## src/hdl/sfl_pkg.sv

```systemverilog
// Shared types and constants for the serial firmware loader frame engine.
// No dependencies.
package sfl_pkg;
  localparam int unsigned PageBytes = 128;
  localparam int unsigned Words = (PageBytes + 3) / 4;
  localparam int unsigned PgIdxW = $clog2(PageBytes);
  localparam int unsigned WordIdxW = (Words > 1) ? $clog2(Words) : 1;

  localparam logic [7:0] ByteAck = 8'h79;
  localparam logic [7:0] ByteNak = 8'h1F;
  localparam logic [7:0] CmdWrite = 8'h11;
  localparam logic [7:0] CmdFinal = 8'h21;
  localparam logic [7:0] CmdWrite2 = 8'h31;

  typedef enum logic [1:0] {
    ActReply = 2'd0,
    ActBanner = 2'd1,
    ActErase = 2'd2,
    ActProgram = 2'd3
  } action_e;

  typedef enum logic [0:0] {
    CfgHeader = 1'b0,
    CfgFloor = 1'b1
  } cfg_idx_e;

  typedef struct packed {
    logic [1:0] action;
    logic [7:0] reply_byte;
    logic [31:0] flash_address;
    logic [31:0] program_word;
    logic busy_set;
    logic busy_clear_done;
    logic watchdog_kick;
    logic last;
  } result_t;

  // Controller to datapath: start a page program sweep.
  typedef struct packed {
    logic start;
    logic from_header;
    logic [31:0] base;
  } sweep_cmd_t;

  // Datapath to controller: sweep busy, word of the sweep ready, and final word flag.
  typedef struct packed {
    logic busy;
    logic word_valid;
    logic word_last;
  } sweep_sts_t;
endpackage

```

## src/hdl/sfl_if.sv

```systemverilog
// Valid/ready channel interfaces for the loader.
// Depends on sfl_pkg.
interface sfl_byte_if;
  logic valid;
  logic ready;
  logic [7:0] rx_byte;
  modport source(output valid, rx_byte, input ready);
  modport sink(input valid, rx_byte, output ready);
endinterface

interface sfl_result_if;
  logic valid;
  logic ready;
  sfl_pkg::result_t data;
  modport source(output valid, data, input ready);
  modport sink(input valid, data, output ready);
endinterface

interface sfl_cfg_if;
  logic valid;
  logic ready;
  logic [0:0] index;
  logic [31:0] wdata;
  modport source(output valid, index, wdata, input ready);
  modport sink(input valid, index, wdata, output ready);
endinterface

```

## src/hdl/sfl_datapath.sv

```systemverilog
// Page stores and program-word sweep for the loader.
// Depends on sfl_pkg. Holds the two page memories with per-entry valid bits.
module sfl_datapath (
  input  logic clk_i,
  input  logic rst_ni,
  input  logic pb_we_i,
  input  logic [sfl_pkg::PgIdxW-1:0] pb_addr_i,
  input  logic [7:0] pb_wdata_i,
  input  logic copy_i,
  input  sfl_pkg::sweep_cmd_t cmd_i,
  input  logic advance_i,
  output sfl_pkg::sweep_sts_t sts_o,
  output logic [31:0] word_addr_o,
  output logic [31:0] word_o
);
  import sfl_pkg::*;

  logic [7:0] pb_mem [PageBytes];
  logic [7:0] hs_mem [PageBytes];
  logic [PageBytes-1:0] pb_vld_q, hs_vld_q;
  logic [7:0] pb_rd_q, hs_rd_q;
  logic [PgIdxW-1:0] rd_idx;

  // Sweep: one byte per cycle while no packed word waits for advance, copy (header stash) or pack words.
  logic running_q, copying_q, from_hdr_q, wvalid_q, wlast_q;
  logic [PgIdxW:0] cnt_q;
  logic rd_pend_q;
  logic [PgIdxW:0] rd_cnt_q;
  logic [31:0] base_q, word_q, word_addr_q;

  assign rd_idx = cnt_q[PgIdxW-1:0];

  always_ff @(posedge clk_i) begin
    if (pb_we_i) pb_mem[pb_addr_i] <= pb_wdata_i;
    pb_rd_q <= pb_mem[rd_idx];
    hs_rd_q <= hs_mem[rd_idx];
    if (copying_q && rd_pend_q) hs_mem[rd_cnt_q[PgIdxW-1:0]] <= pb_vld_q[rd_cnt_q[PgIdxW-1:0]]
                                                            ? pb_rd_q : 8'h00;
  end

  logic [7:0] rd_byte;
  assign rd_byte = from_hdr_q ? (hs_vld_q[rd_cnt_q[PgIdxW-1:0]] ? hs_rd_q : 8'h00)
                              : (pb_vld_q[rd_cnt_q[PgIdxW-1:0]] ? pb_rd_q : 8'h00);

  always_ff @(posedge clk_i or negedge rst_ni) begin
    if (!rst_ni) begin
      pb_vld_q <= '0;
      hs_vld_q <= '0;
      running_q <= 1'b0;
      copying_q <= 1'b0;
      from_hdr_q <= 1'b0;
      wvalid_q <= 1'b0;
      wlast_q <= 1'b0;
      rd_pend_q <= 1'b0;
      cnt_q <= '0;
      rd_cnt_q <= '0;
      base_q <= '0;
      word_q <= '0;
      word_addr_q <= '0;
    end else begin
      if (pb_we_i) pb_vld_q[pb_addr_i] <= 1'b1;
      if (copy_i) begin
        copying_q <= 1'b1;
        running_q <= 1'b1;
        from_hdr_q <= 1'b0;
        cnt_q <= '0;
        rd_pend_q <= 1'b0;
      end else if (cmd_i.start) begin
        copying_q <= 1'b0;
        running_q <= 1'b1;
        from_hdr_q <= cmd_i.from_header;
        base_q <= cmd_i.base;
        cnt_q <= '0;
        rd_pend_q <= 1'b0;
        word_q <= '0;
      end else if (running_q && !wvalid_q) begin
        rd_pend_q <= (cnt_q < (PgIdxW+1)'(PageBytes));
        rd_cnt_q <= cnt_q;
        if (cnt_q < (PgIdxW+1)'(PageBytes)) cnt_q <= cnt_q + 1'b1;
        if (copying_q) begin
          if (rd_pend_q) hs_vld_q[rd_cnt_q[PgIdxW-1:0]] <= 1'b1;
          if (rd_pend_q && rd_cnt_q == (PgIdxW+1)'(PageBytes - 1)) begin
            running_q <= 1'b0;
            copying_q <= 1'b0;
          end
        end else if (rd_pend_q || cnt_q == (PgIdxW+1)'(PageBytes)) begin
          // Pack byte into the word; emit on each fourth byte or at the end.
          if (rd_pend_q)
            word_q[8*rd_cnt_q[1:0] +: 8] <= rd_byte;
          if (rd_pend_q && (rd_cnt_q[1:0] == 2'd3 ||
              rd_cnt_q == (PgIdxW+1)'(PageBytes - 1))) begin
            wvalid_q <= 1'b1;
            wlast_q <= (rd_cnt_q == (PgIdxW+1)'(PageBytes - 1));
            word_addr_q <= base_q + 32'({rd_cnt_q[PgIdxW:2], 2'b00});
            rd_pend_q <= 1'b0;
            cnt_q <= cnt_q;
          end
        end
      end else if (wvalid_q && advance_i) begin
        wvalid_q <= 1'b0;
        word_q <= '0;
        if (wlast_q) running_q <= 1'b0;
      end
    end
  end

  assign sts_o.busy = running_q;
  assign sts_o.word_valid = wvalid_q;
  assign sts_o.word_last = wlast_q;
  assign word_addr_o = word_addr_q;
  assign word_o = word_q;
endmodule

```

## src/hdl/sfl_ctrl.sv

```systemverilog
// Frame-parsing controller for the loader.
// Depends on sfl_pkg; drives sfl_datapath through command and status signals.
module sfl_ctrl (
  input  logic clk_i,
  input  logic rst_ni,
  input  logic in_valid_i,
  output logic in_ready_o,
  input  logic [7:0] rx_byte_i,
  input  logic [31:0] header_i,
  input  logic [31:0] floor_i,
  output logic out_valid_o,
  input  logic out_ready_i,
  output sfl_pkg::result_t out_o,
  output logic pb_we_o,
  output logic [sfl_pkg::PgIdxW-1:0] pb_addr_o,
  output logic [7:0] pb_wdata_o,
  output logic copy_o,
  output sfl_pkg::sweep_cmd_t cmd_o,
  output logic advance_o,
  input  sfl_pkg::sweep_sts_t sts_i,
  input  logic [31:0] word_addr_i,
  input  logic [31:0] word_i
);
  import sfl_pkg::*;

  typedef enum logic [2:0] {
    StIdle, StOut, StCopy, StSweep, StAck
  } st_e;

  typedef enum logic [1:0] {
    PhIdle = 2'd0, PhArg = 2'd1, PhData = 2'd2, PhBad = 2'd3
  } ph_e;

  st_e st_q;
  ph_e phase_q;
  logic [7:0] cmd_q, xor_q;
  logic [8:0] idx_q, total_q;
  logic [31:0] waddr_q, argv_q;
  logic [7:0] ack_code_q;
  logic ack_bc_q, ack_wk_q;
  logic out_vld_q;
  result_t out_q;
  logic ob_free;

  assign ob_free = !out_vld_q || out_ready_i;
  assign in_ready_o = (st_q == StIdle) && ob_free;
  assign out_valid_o = out_vld_q;
  assign out_o = out_q;

  logic acc;
  assign acc = in_valid_i && in_ready_o;

  // Page writes for argument and payload bytes.
  always_comb begin
    pb_we_o = 1'b0;
    pb_addr_o = idx_q[PgIdxW-1:0];
    pb_wdata_o = rx_byte_i;
    if (acc && phase_q == PhArg && idx_q < 9'(PageBytes)) pb_we_o = 1'b1;
    if (acc && phase_q == PhData && idx_q != 9'd0 && total_q >= idx_q &&
        (idx_q - 9'd1) < 9'(PageBytes)) begin
      pb_we_o = 1'b1;
      pb_addr_o = PgIdxW'(idx_q - 9'd1);
    end
  end

  function automatic result_t mk(input logic [1:0] a, input logic [7:0] r,
                                 input logic [31:0] ad, input logic [31:0] w,
                                 input logic bs, input logic bc, input logic wk,
                                 input logic l);
    result_t x;
    x.action = a; x.reply_byte = r; x.flash_address = ad; x.program_word = w;
    x.busy_set = bs; x.busy_clear_done = bc; x.watchdog_kick = wk; x.last = l;
    return x;
  endfunction

  logic [31:0] argval;
  logic [7:0] argx;
  assign argval = {argv_q[23:0], rx_byte_i};
  assign argx = argv_q[31:24] ^ argv_q[23:16] ^ argv_q[15:8] ^ argv_q[7:0];

  assign advance_o = (st_q == StSweep) && sts_i.word_valid && ob_free;

  always_ff @(posedge clk_i or negedge rst_ni) begin
    if (!rst_ni) begin
      st_q <= StIdle;
      phase_q <= PhIdle;
      cmd_q <= '0;
      xor_q <= '0;
      idx_q <= '0;
      total_q <= '0;
      waddr_q <= '0;
      argv_q <= '0;
      ack_code_q <= '0;
      ack_bc_q <= 1'b0;
      ack_wk_q <= 1'b0;
      out_vld_q <= 1'b0;
      out_q <= '0;
      copy_o <= 1'b0;
      cmd_o <= '0;
    end else begin
      copy_o <= 1'b0;
      cmd_o.start <= 1'b0;
      if (out_vld_q && out_ready_i) out_vld_q <= 1'b0;
      unique case (st_q)
        StIdle: begin
          if (acc) begin
            unique case (phase_q)
              PhIdle: begin
                priority case (idx_q)
                  9'd0: begin
                    if (rx_byte_i == 8'h0A) begin
                      cmd_q <= '0;
                    end else if (rx_byte_i == 8'h57 || rx_byte_i == 8'h77) begin
                      idx_q <= 9'd1;
                    end else if (rx_byte_i == CmdWrite || rx_byte_i == CmdFinal ||
                                 rx_byte_i == CmdWrite2) begin
                      cmd_q <= rx_byte_i;
                      idx_q <= 9'd1;
                    end else cmd_q <= '0;
                  end
                  9'd1: begin
                    idx_q <= '0;
                    if (rx_byte_i == 8'h48 || rx_byte_i == 8'h68) idx_q <= 9'd2;
                    else begin
                      xor_q <= '0; waddr_q <= '0; cmd_q <= '0; phase_q <= PhIdle;
                      out_vld_q <= 1'b1;
                      if ((rx_byte_i == 8'hEE && cmd_q == CmdWrite) ||
                          (rx_byte_i == 8'hDE && cmd_q == CmdFinal) ||
                          (rx_byte_i == 8'hCE && cmd_q == CmdWrite2)) begin
                        out_q <= mk(ActReply, ByteAck, '0, '0, 1'b0, 1'b0, 1'b0, 1'b1);
                        cmd_q <= ~rx_byte_i;
                        phase_q <= PhArg;
                      end else
                        out_q <= mk(ActReply, ByteNak, '0, '0, 1'b0, 1'b0, 1'b0, 1'b1);
                    end
                  end
                  9'd2: idx_q <= (rx_byte_i == 8'h4F || rx_byte_i == 8'h6F) ? 9'd3 : 9'd0;
                  9'd3: idx_q <= (rx_byte_i == 8'h3F) ? 9'd4 : 9'd0;
                  9'd4: begin
                    idx_q <= '0;
                    if (rx_byte_i == 8'h0D) begin
                      out_vld_q <= 1'b1;
                      out_q <= mk(ActBanner, '0, '0, '0, 1'b0, 1'b0, 1'b0, 1'b1);
                      xor_q <= '0; waddr_q <= '0; cmd_q <= '0;
                    end
                  end
                  default: idx_q <= '0;
                endcase
              end
              PhArg: begin
                if (idx_q < 9'd4) begin
                  argv_q <= argval;
                  idx_q <= idx_q + 9'd1;
                end else begin
                  idx_q <= '0;
                  xor_q <= argx;
                  if (rx_byte_i != argx || argv_q <= floor_i) begin
                    out_vld_q <= 1'b1;
                    out_q <= mk(ActReply, ByteNak, '0, '0, 1'b0, 1'b0, 1'b0, 1'b1);
                    xor_q <= '0; waddr_q <= '0; cmd_q <= '0; phase_q <= PhIdle;
                  end else if (cmd_q == CmdWrite || cmd_q == CmdWrite2) begin
                    out_vld_q <= 1'b1;
                    out_q <= mk(ActReply, ByteAck, '0, '0, 1'b1, 1'b0, 1'b0, 1'b1);
                    xor_q <= '0; cmd_q <= '0;
                    waddr_q <= argv_q;
                    phase_q <= PhData;
                  end else if (cmd_q == CmdFinal) begin
                    xor_q <= '0; waddr_q <= '0; cmd_q <= '0; phase_q <= PhIdle;
                    if (argv_q == header_i) begin
                      cmd_o.start <= 1'b1;
                      cmd_o.from_header <= 1'b1;
                      cmd_o.base <= argv_q;
                      ack_code_q <= ByteAck; ack_bc_q <= 1'b1; ack_wk_q <= 1'b0;
                      st_q <= StSweep;
                    end else begin
                      out_vld_q <= 1'b1;
                      out_q <= mk(ActReply, ByteNak, '0, '0, 1'b0, 1'b0, 1'b0, 1'b1);
                    end
                  end
                end
              end
              PhData: begin
                if (idx_q == 9'd0) begin
                  xor_q <= rx_byte_i;
                  total_q <= {1'b0, rx_byte_i} + 9'd1;
                  idx_q <= 9'd1;
                end else if (total_q >= idx_q) begin
                  xor_q <= xor_q ^ rx_byte_i;
                  idx_q <= idx_q + 9'd1;
                end else if (rx_byte_i != xor_q) begin
                  out_vld_q <= 1'b1;
                  out_q <= mk(ActReply, ByteNak, '0, '0, 1'b0, 1'b0, 1'b0, 1'b1);
                  xor_q <= '0; waddr_q <= '0; cmd_q <= '0; phase_q <= PhIdle;
                  idx_q <= '0;
                end else begin
                  out_vld_q <= 1'b1;
                  out_q <= mk(ActErase, '0, waddr_q, '0, 1'b0, 1'b0, 1'b0, 1'b0);
                  ack_code_q <= ByteAck; ack_bc_q <= 1'b0; ack_wk_q <= 1'b1;
                  if (waddr_q == header_i) begin
                    copy_o <= 1'b1;
                    st_q <= StCopy;
                  end else begin
                    cmd_o.start <= 1'b1;
                    cmd_o.from_header <= 1'b0;
                    cmd_o.base <= waddr_q;
                    st_q <= StSweep;
                  end
                  xor_q <= '0; waddr_q <= '0; cmd_q <= '0; phase_q <= PhIdle;
                  idx_q <= '0;
                end
              end
              default: ;
            endcase
          end
        end
        StCopy: begin
          // Wait for the stash copy to start and finish.
          if (!copy_o && !sts_i.busy) st_q <= StAck;
        end
        StSweep: begin
          if (advance_o) begin
            out_vld_q <= 1'b1;
            out_q <= mk(ActProgram, '0, word_addr_i, word_i, 1'b0, 1'b0, 1'b0, 1'b0);
            if (sts_i.word_last) st_q <= StAck;
          end
        end
        StAck: begin
          if (ob_free) begin
            out_vld_q <= 1'b1;
            out_q <= mk(ActReply, ack_code_q, '0, '0, 1'b0, ack_bc_q, ack_wk_q, 1'b1);
            st_q <= StIdle;
          end
        end
        default: st_q <= StIdle;
      endcase
    end
  end
endmodule

```

## src/hdl/serial_firmware_loader_frame_engine.sv

```systemverilog
// Top level of the serial firmware loader frame engine.
// Depends on sfl_pkg, sfl_if, sfl_ctrl and sfl_datapath.
//
// Usage: host bytes enter on the in_if channel one byte at a time; results
// leave on out_if, the last one of each byte flagged by last. The cfg_if
// channel writes the header page address (index 0) and the address floor
// (index 1); the user must write them only while the engine is idle, which
// the block does not enforce. A byte that produces a single reply shows it in
// the cycle after acceptance. A committed block gives an erase, PAGE_BYTES/4
// program words and an ACK, or for the header page an erase, a stash copy and
// an ACK; a finalise gives the stash's program words and an ACK. The word sweep
// reads one page byte per cycle while no packed word waits to be taken. A
// header stash copies one byte per cycle.
// One byte is processed at a time; the next byte is accepted once the
// previous one's results are all issued and the output register is free or being taken.
// Reset clears the parser state and marks both page stores as all zeros
// through per-byte valid bits; no clearing pass is needed.
// A stalled receiver holds the output register and pauses the sweep.
module serial_firmware_loader_frame_engine (
  input  logic clk_i,
  input  logic rst_ni,
  sfl_byte_if.sink in_if,
  sfl_result_if.source out_if,
  sfl_cfg_if.sink cfg_if
);
  import sfl_pkg::*;

  logic [31:0] header_q, floor_q;
  logic pb_we, copy, advance;
  logic [PgIdxW-1:0] pb_addr;
  logic [7:0] pb_wdata;
  sweep_cmd_t cmd;
  sweep_sts_t sts;
  logic [31:0] word_addr, word;

  assign cfg_if.ready = 1'b1;

  always_ff @(posedge clk_i or negedge rst_ni) begin
    if (!rst_ni) begin
      header_q <= '0;
      floor_q <= '0;
    end else if (cfg_if.valid) begin
      unique case (cfg_idx_e'(cfg_if.index))
        CfgHeader: header_q <= cfg_if.wdata;
        CfgFloor: floor_q <= cfg_if.wdata;
        default: ;
      endcase
    end
  end

  sfl_ctrl u_ctrl (
    .clk_i, .rst_ni,
    .in_valid_i(in_if.valid), .in_ready_o(in_if.ready), .rx_byte_i(in_if.rx_byte),
    .header_i(header_q), .floor_i(floor_q),
    .out_valid_o(out_if.valid), .out_ready_i(out_if.ready), .out_o(out_if.data),
    .pb_we_o(pb_we), .pb_addr_o(pb_addr), .pb_wdata_o(pb_wdata),
    .copy_o(copy), .cmd_o(cmd), .advance_o(advance), .sts_i(sts),
    .word_addr_i(word_addr), .word_i(word)
  );

  sfl_datapath u_dp (
    .clk_i, .rst_ni,
    .pb_we_i(pb_we), .pb_addr_i(pb_addr), .pb_wdata_i(pb_wdata),
    .copy_i(copy), .cmd_i(cmd), .advance_i(advance), .sts_o(sts),
    .word_addr_o(word_addr), .word_o(word)
  );
endmodule

```

## src/flat_wrapper.sv

```systemverilog
// flat-port wrapper written by rule: the top's interface ports become plain ports
module serial_firmware_loader_frame_engine_flat import sfl_pkg::*;
  (clk_i, rst_ni, in_if_valid, in_if_rx_byte, in_if_ready, out_if_valid, out_if_data, out_if_ready, cfg_if_valid, cfg_if_index, cfg_if_wdata, cfg_if_ready);
  sfl_byte_if in_if_i ();
  sfl_result_if out_if_i ();
  sfl_cfg_if cfg_if_i ();
  input  logic clk_i;
  input  logic rst_ni;
  input wire logic [$bits(in_if_i.valid)-1:0] in_if_valid;
  input wire logic [$bits(in_if_i.rx_byte)-1:0] in_if_rx_byte;
  output wire logic [$bits(in_if_i.ready)-1:0] in_if_ready;
  output wire logic [$bits(out_if_i.valid)-1:0] out_if_valid;
  output wire logic [$bits(out_if_i.data)-1:0] out_if_data;
  input wire logic [$bits(out_if_i.ready)-1:0] out_if_ready;
  input wire logic [$bits(cfg_if_i.valid)-1:0] cfg_if_valid;
  input wire logic [$bits(cfg_if_i.index)-1:0] cfg_if_index;
  input wire logic [$bits(cfg_if_i.wdata)-1:0] cfg_if_wdata;
  output wire logic [$bits(cfg_if_i.ready)-1:0] cfg_if_ready;
  assign in_if_i.valid = in_if_valid;
  assign in_if_i.rx_byte = in_if_rx_byte;
  assign in_if_ready = in_if_i.ready;
  assign out_if_valid = out_if_i.valid;
  assign out_if_data = out_if_i.data;
  assign out_if_i.ready = out_if_ready;
  assign cfg_if_i.valid = cfg_if_valid;
  assign cfg_if_i.index = cfg_if_index;
  assign cfg_if_i.wdata = cfg_if_wdata;
  assign cfg_if_ready = cfg_if_i.ready;
  serial_firmware_loader_frame_engine u_core (.clk_i(clk_i), .rst_ni(rst_ni), .in_if(in_if_i), .out_if(out_if_i), .cfg_if(cfg_if_i));
endmodule
```

## config.mk

```make
export PLATFORM = sky130hd
export DESIGN_NAME = serial_firmware_loader_frame_engine_flat
export DESIGN_NICKNAME = d
export VERILOG_FILES = /design/src/hdl/sfl_pkg.sv /design/src/hdl/sfl_if.sv /design/src/hdl/sfl_datapath.sv /design/src/hdl/sfl_ctrl.sv /design/src/hdl/serial_firmware_loader_frame_engine.sv /design/src/flat_wrapper.sv
export SDC_FILE = /design/constraint.sdc
export NUM_CORES = 2
export LEC_CHECK = 0
export CAP_MARGIN = 20
export CORE_MARGIN = 5
export CORE_UTILIZATION = 60
export CTS_BUF_LIST = sky130_fd_sc_hd__clkbuf_4
export DETAILED_ROUTE_END_ITERATION = 8
export DONT_BUFFER_PORTS = 1
export GPL_TIMING_DRIVEN = 1
export PLACE_DENSITY = 0.79
export SKIP_LAST_GASP = 1
export SLEW_MARGIN = 20
export SYNTH_ARGS = -nofsm -noshare
export SYNTH_HDL_FRONTEND = slang
export SYNTH_SLANG_ARGS = --single-unit
```

## constraint.sdc

```tcl
create_clock -name clk_i -period 4.7 [get_ports clk_i]
set_input_delay 0.705 -clock clk_i [delete_from_list [all_inputs] [get_ports clk_i]]
set_output_delay 0.705 -clock clk_i [all_outputs]
set_load 0.01 [all_outputs]
```

==> impl_metrics.yaml <==
setup_path:
  reg2reg_to: "u_core.u_dp.pb_mem[28][4]"
  worst-r2r-setup-slack_ns: 0.31
  r2r_cells: 10
  timing_worst_setup_path_type: "reg -> reg"
  worstReg2RegStart: "u_core.u_ctrl.idx_q[1]"
  start_kind: "flip-flop"
  maximum_fanout_encountered_on_the_critical_timing_path: 15
  critical_path.endpoint_type: "flip-flop"
  critical_path_required_time_ns: 5.62
  cp.arrival_ns: 5.31
pwr:
  power_per_cell_area_nw_per_um2: 369
  p_clk_share_pct: 42.4
  internal_cell_power_mw: 36.1
  switching_share_pct: 21.4
  power.combinational.fraction_pct: 1.3
  max-vdd-ir-drop_mv: 0.343
  static-leakage-power_nw: 40.2
  seqPwrFrac_pct: 56.2
  power_switching_mw: 9.84
floorplanning:
  initial_utilization_pct: 60.1
  floorplan.die_area_um2: 194000
  die_height_um: 441
  floorplan.core_area_um2: 185000
  floorplan.rows: 158
  chipWidth_um: 441
  floorplan.io_pins: 127
timing:
  maxSlewViolCount: 541
  tightest_slew_ns: 2.91
  rsz0062_at_grt: "false"
  period_minus_slack_ns: 4.39
  timing_hold_violations_final: 653
  maxClockFrequency_mhz: 228
  max_slew_margin_pct: -93.8
  final.setup_skew_ns: 0.159
  final.hold.worst_slack_ns: -1.03
  setup_viol: 0
  timing.setup.tns_ns: 0
  timing.final.crit_share_pct: 93.4
clocking:
  cts.clk_slew.worst_paths_ns: 0.06
  cts_max_path_buffers: 4
  cts_root_buffer: "sky130_fd_sc_hd__clkbuf_4"
  cts-hold-fix-buffers: 111
  cts_setup_buffers: 0
  clock_sinks: 2717
  insertion_delay_to_the_later_sink_of_the_worst_skew_pair_ns: 1.43
  post_cts_resize_count: 0
  cts-buffers-inserted: 675
  cts.htree.levels: 6
  cts_tree: "yes"
cells_and_area:
  area_growth_syn_to_layout_pct: 11.9
  final_net_count: 6822
  area_used_by_multi_input_combinational_logic_um2: 31200
  fillers: 11729
  final_design_area_no_fill_um2: 124000
  final_core_util_pct: 67.3
  regArea_um2: 78200
  post_route_cells_drive_above_1_share_pct: 30.7
  final_cell_count_no_fill: 9705
synth:
  syn_nets: 6232
  asyncSetResetFlopFracSynth_pct: 24.0
  netlist_top_cells_area: "sky130_fd_sc_hd__edfxtp_1 55%, sky130_fd_sc_hd__dfrtp_1 15%, sky130_fd_sc_hd__mux4_2 14%, sky130_fd_sc_hd__mux2_2 1.8%, sky130_fd_sc_hd__o21bai_1 1.3%"
  syn-cell-area_um2: 111000
  syn_inst: 6119
  yosys_synthesis_warning_count: 0
  synthesis.area_per_instance_um2: 18.2
  synth.yosys.seq_area_share_pct: 70.2
  synth_seq_cells: 2717
  synth_enable_flop_cells: 2048
  ys_dominant_reg_cell: "sky130_fd_sc_hd__edfxtp_1"
  synth_top_area_share_pct: 55.3
  synth_cell_type_count: 100
  synth_top_cell_by_area: "sky130_fd_sc_hd__edfxtp_1"
drt:
  drt_drc_violations_left: 0
  detail_route.wl_per_cell_um: 28.7
  vias_per_cell: 6.51
  drt-pass1-iter-count: 7
  drt_iter0_markers: 8019
  final_antenna_net_count: 0
  postRouteWirelength_um: 278000
  vias: 63211
grt:
  first_global_vias: 64388
  pin_count_of_the_biggest_net_entering_global_routing: 654
  antenna_found_initial: 13
  grt_pass1_wl_um: 417000
  grt_resource_usage_total_pct: 28.9
  gr-total-overflow: 0
placement:
  place_inst: 8401
  hpwl_um: 168000
  placement.cell_area_um2: 115000
  place.gp.congestion: 0.895
  port-buffer-count: 0
run_status:
  outcome: "complete, but fails checks"
  violations_in_the_final_reports: "negative hold slack, max-slew violations"
run:
  max_cap_viol_count: 0
hold_path:
  timing.hold.worst.class: "in -> async"
[placed cells by master (no fill, tap or decap), types with 44 or more instances in the layout]
cell	instances
sky130_fd_sc_hd__mux2i_1	61
sky130_fd_sc_hd__or2_1	56
sky130_fd_sc_hd__clkinv_1	150
sky130_fd_sc_hd__o21bai_1	194
sky130_fd_sc_hd__edfxtp_1	2048
sky130_fd_sc_hd__clkbuf_4	973
sky130_fd_sc_hd__a22o_1	45
sky130_fd_sc_hd__dfrtp_1	643
sky130_fd_sc_hd__o21ai_0	167
sky130_fd_sc_hd__a221oi_1	44
sky130_fd_sc_hd__nor2b_1	54
sky130_fd_sc_hd__nand2_1	263
sky130_fd_sc_hd__xor2_1	79
sky130_fd_sc_hd__nor2_1	339
sky130_fd_sc_hd__ha_1	66
sky130_fd_sc_hd__inv_1	109
sky130_fd_sc_hd__mux2_2	181
sky130_fd_sc_hd__nand3_1	77
sky130_fd_sc_hd__mux4_2	683
sky130_fd_sc_hd__dlygate4sd3_1	103
sky130_fd_sc_hd__xnor2_1	53
sky130_fd_sc_hd__buf_4	132
[flip-flops by register name (all words and copies together) (netlist names), 2 cells and up]
| signal | cells |
|---|---|
| u_core.u_ctrl.cmd_o | 34 |
| u_core.u_ctrl.waddr_q | 32 |
| u_core.u_dp.pb_mem | 1024 |
| u_core.u_dp.hs_rd_q | 8 |
| u_core.u_ctrl.xor_q | 8 |
| u_core.u_ctrl.idx_q | 9 |
| u_core.u_ctrl.out_o | 73 |
| u_core.u_dp.pb_rd_q | 8 |
| u_core.u_dp.word_o | 32 |
| u_core.u_ctrl.phase_q | 2 |
| u_core.floor_q | 32 |
| u_core.u_ctrl.total_q | 9 |
| u_core.u_dp.pb_vld_q | 128 |
| u_core.u_ctrl.st_q | 3 |
| u_core.header_q | 32 |
| u_core.u_dp.cnt_q | 8 |
| u_core.u_ctrl.cmd_q | 8 |
| u_core.u_dp.hs_vld_q | 128 |
| u_core.u_dp.rd_cnt_q | 8 |
| u_core.u_ctrl.argv_q | 32 |
| u_core.u_dp.hs_mem | 1024 |
| u_core.u_dp.base_q | 32 |
| u_core.u_dp.word_addr_o | 32 |
[per-layer routing]
layer / GRT usage, % / routed length (µm) / vias up
li1: - / - / 25962
met1: 40.4 / 104000 / 32258
met2: 44.1 / 132000 / 4311
met3: 7.66 / 31100 / 676
met4: 12.1 / 11400 / 4
met5: 0 / 27 / -
[metrics by stage]
stage	power [mW]	setup slack (ns)
6_report	46.0	0.312
5_1_grt	47.8	0.0899
4_1_cts	46.2	0.316
3_5_place_dp	26.6	0.379
3_3_place_gp	26.6	0.603
2_1_floorplan	26.5	0.000337
[cell families (layout without fill, tap and decap cells)]
group | count (synthesis) | count (layout) | share of synthesized area [%]
XOR/XNOR | 139 | 139 | 1.18
AO/OA/AOI/OAI | 746 | 746 | 5.02
buffers and inverters | 485 | 1573 | 1.87
adder cells (fa/ha/maj) | 67 | 67 | 0.760
other | 2 | 20 | 0.00675
flip-flops | 2717 | 2717 | 70.2
AND/OR/NAND/NOR | 1003 | 1003 | 4.25
multiplexers | 960 | 960 | 16.7
[worst max path at each step]
| stage | startpoint | to | slack, ns | cells past startpoint |
|---|---|---|---|---|
| after floorplan | u_core.u_dp.rd_cnt_q[0] | u_core.u_dp.hs_mem[0][0] | 0.0003 | 12 |
| after global placement | u_core.u_ctrl.idx_q[4] | u_core.u_dp.pb_mem[81][7] | 0.60 | 11 |
| after detailed placement | u_core.u_ctrl.idx_q[1] | u_core.u_dp.pb_mem[1][4] | 0.38 | 10 |
| after CTS | u_core.u_ctrl.idx_q[1] | u_core.u_dp.pb_mem[30][4] | 0.32 | 10 |
| after global routing | u_core.u_ctrl.idx_q[4] | u_core.u_dp.pb_mem[28][4] | 0.09 | 9 |
| final | u_core.u_ctrl.idx_q[1] | u_core.u_dp.pb_mem[28][4] | 0.31 | 10 |
[critical path, stage by stage, from the launching register on]
cell                      delay, ns
sky130_fd_sc_hd__dfrtp_1       0.51
sky130_fd_sc_hd__inv_1         0.24
sky130_fd_sc_hd__ha_1          0.28
sky130_fd_sc_hd__o21ba_2       0.20
sky130_fd_sc_hd__o31ai_2       0.21
sky130_fd_sc_hd__o31ai_2       0.12
sky130_fd_sc_hd__and3_1        0.45
sky130_fd_sc_hd__a31oi_2       0.65
sky130_fd_sc_hd__o22ai_4       0.25
sky130_fd_sc_hd__buf_4         0.28
sky130_fd_sc_hd__nor2_1        0.68
[cells in the mapped netlist (20+ instances only)]
library cell               number
sky130_fd_sc_hd__buf_2         64
sky130_fd_sc_hd__dfrtp_1      653
sky130_fd_sc_hd__a21oi_1       43
sky130_fd_sc_hd__mux4_2       683
sky130_fd_sc_hd__buf_1         54
sky130_fd_sc_hd__inv_1        109
sky130_fd_sc_hd__xor2_1        79
sky130_fd_sc_hd__nor2b_1       55
sky130_fd_sc_hd__a221o_1       40
sky130_fd_sc_hd__a221oi_1      44
sky130_fd_sc_hd__nor2_1       341
sky130_fd_sc_hd__and2_1        26
sky130_fd_sc_hd__mux2_4        35
sky130_fd_sc_hd__edfxtp_1    2048
sky130_fd_sc_hd__nand4_1       36
sky130_fd_sc_hd__nand3_1       77
sky130_fd_sc_hd__mux2_2       181
sky130_fd_sc_hd__nor3_1        24
sky130_fd_sc_hd__o21ai_0      167
sky130_fd_sc_hd__ha_1          66
sky130_fd_sc_hd__nand2_1      266
sky130_fd_sc_hd__o21bai_1     194
sky130_fd_sc_hd__clkbuf_1     222
sky130_fd_sc_hd__buf_4         20
sky130_fd_sc_hd__a22o_1        45
sky130_fd_sc_hd__or2_1         56
sky130_fd_sc_hd__a32oi_1       33
sky130_fd_sc_hd__mux2i_1       61
sky130_fd_sc_hd__nor4_1        34
sky130_fd_sc_hd__xnor2_1       53
[power by group through the flow]
stage	logic, mW	registers (mW)	clock network (mW)
4_1_cts	0.585	25.8	19.8
3_5_place_dp	0.268	26.3	0
2_1_floorplan	0.226	26.3	0
6_report	0.603	25.9	19.5
5_1_grt	0.644	25.8	21.3
3_3_place_gp	0.258	26.3	0
[area by class of cell]
cell class,count,share of cell area [%]
Sequential cell,2717,62.8
Multi-Input combinational cell,2917,25.1
Clock buffer,973,5.87
Timing Repair Buffer,287,2.50
Tap cell,2480,2.49
Clock inverter,202,0.891
Inverter,111,0.335
Antenna cell,18,0.0362
Note: power is estimated with default switching activity, not from simulation.
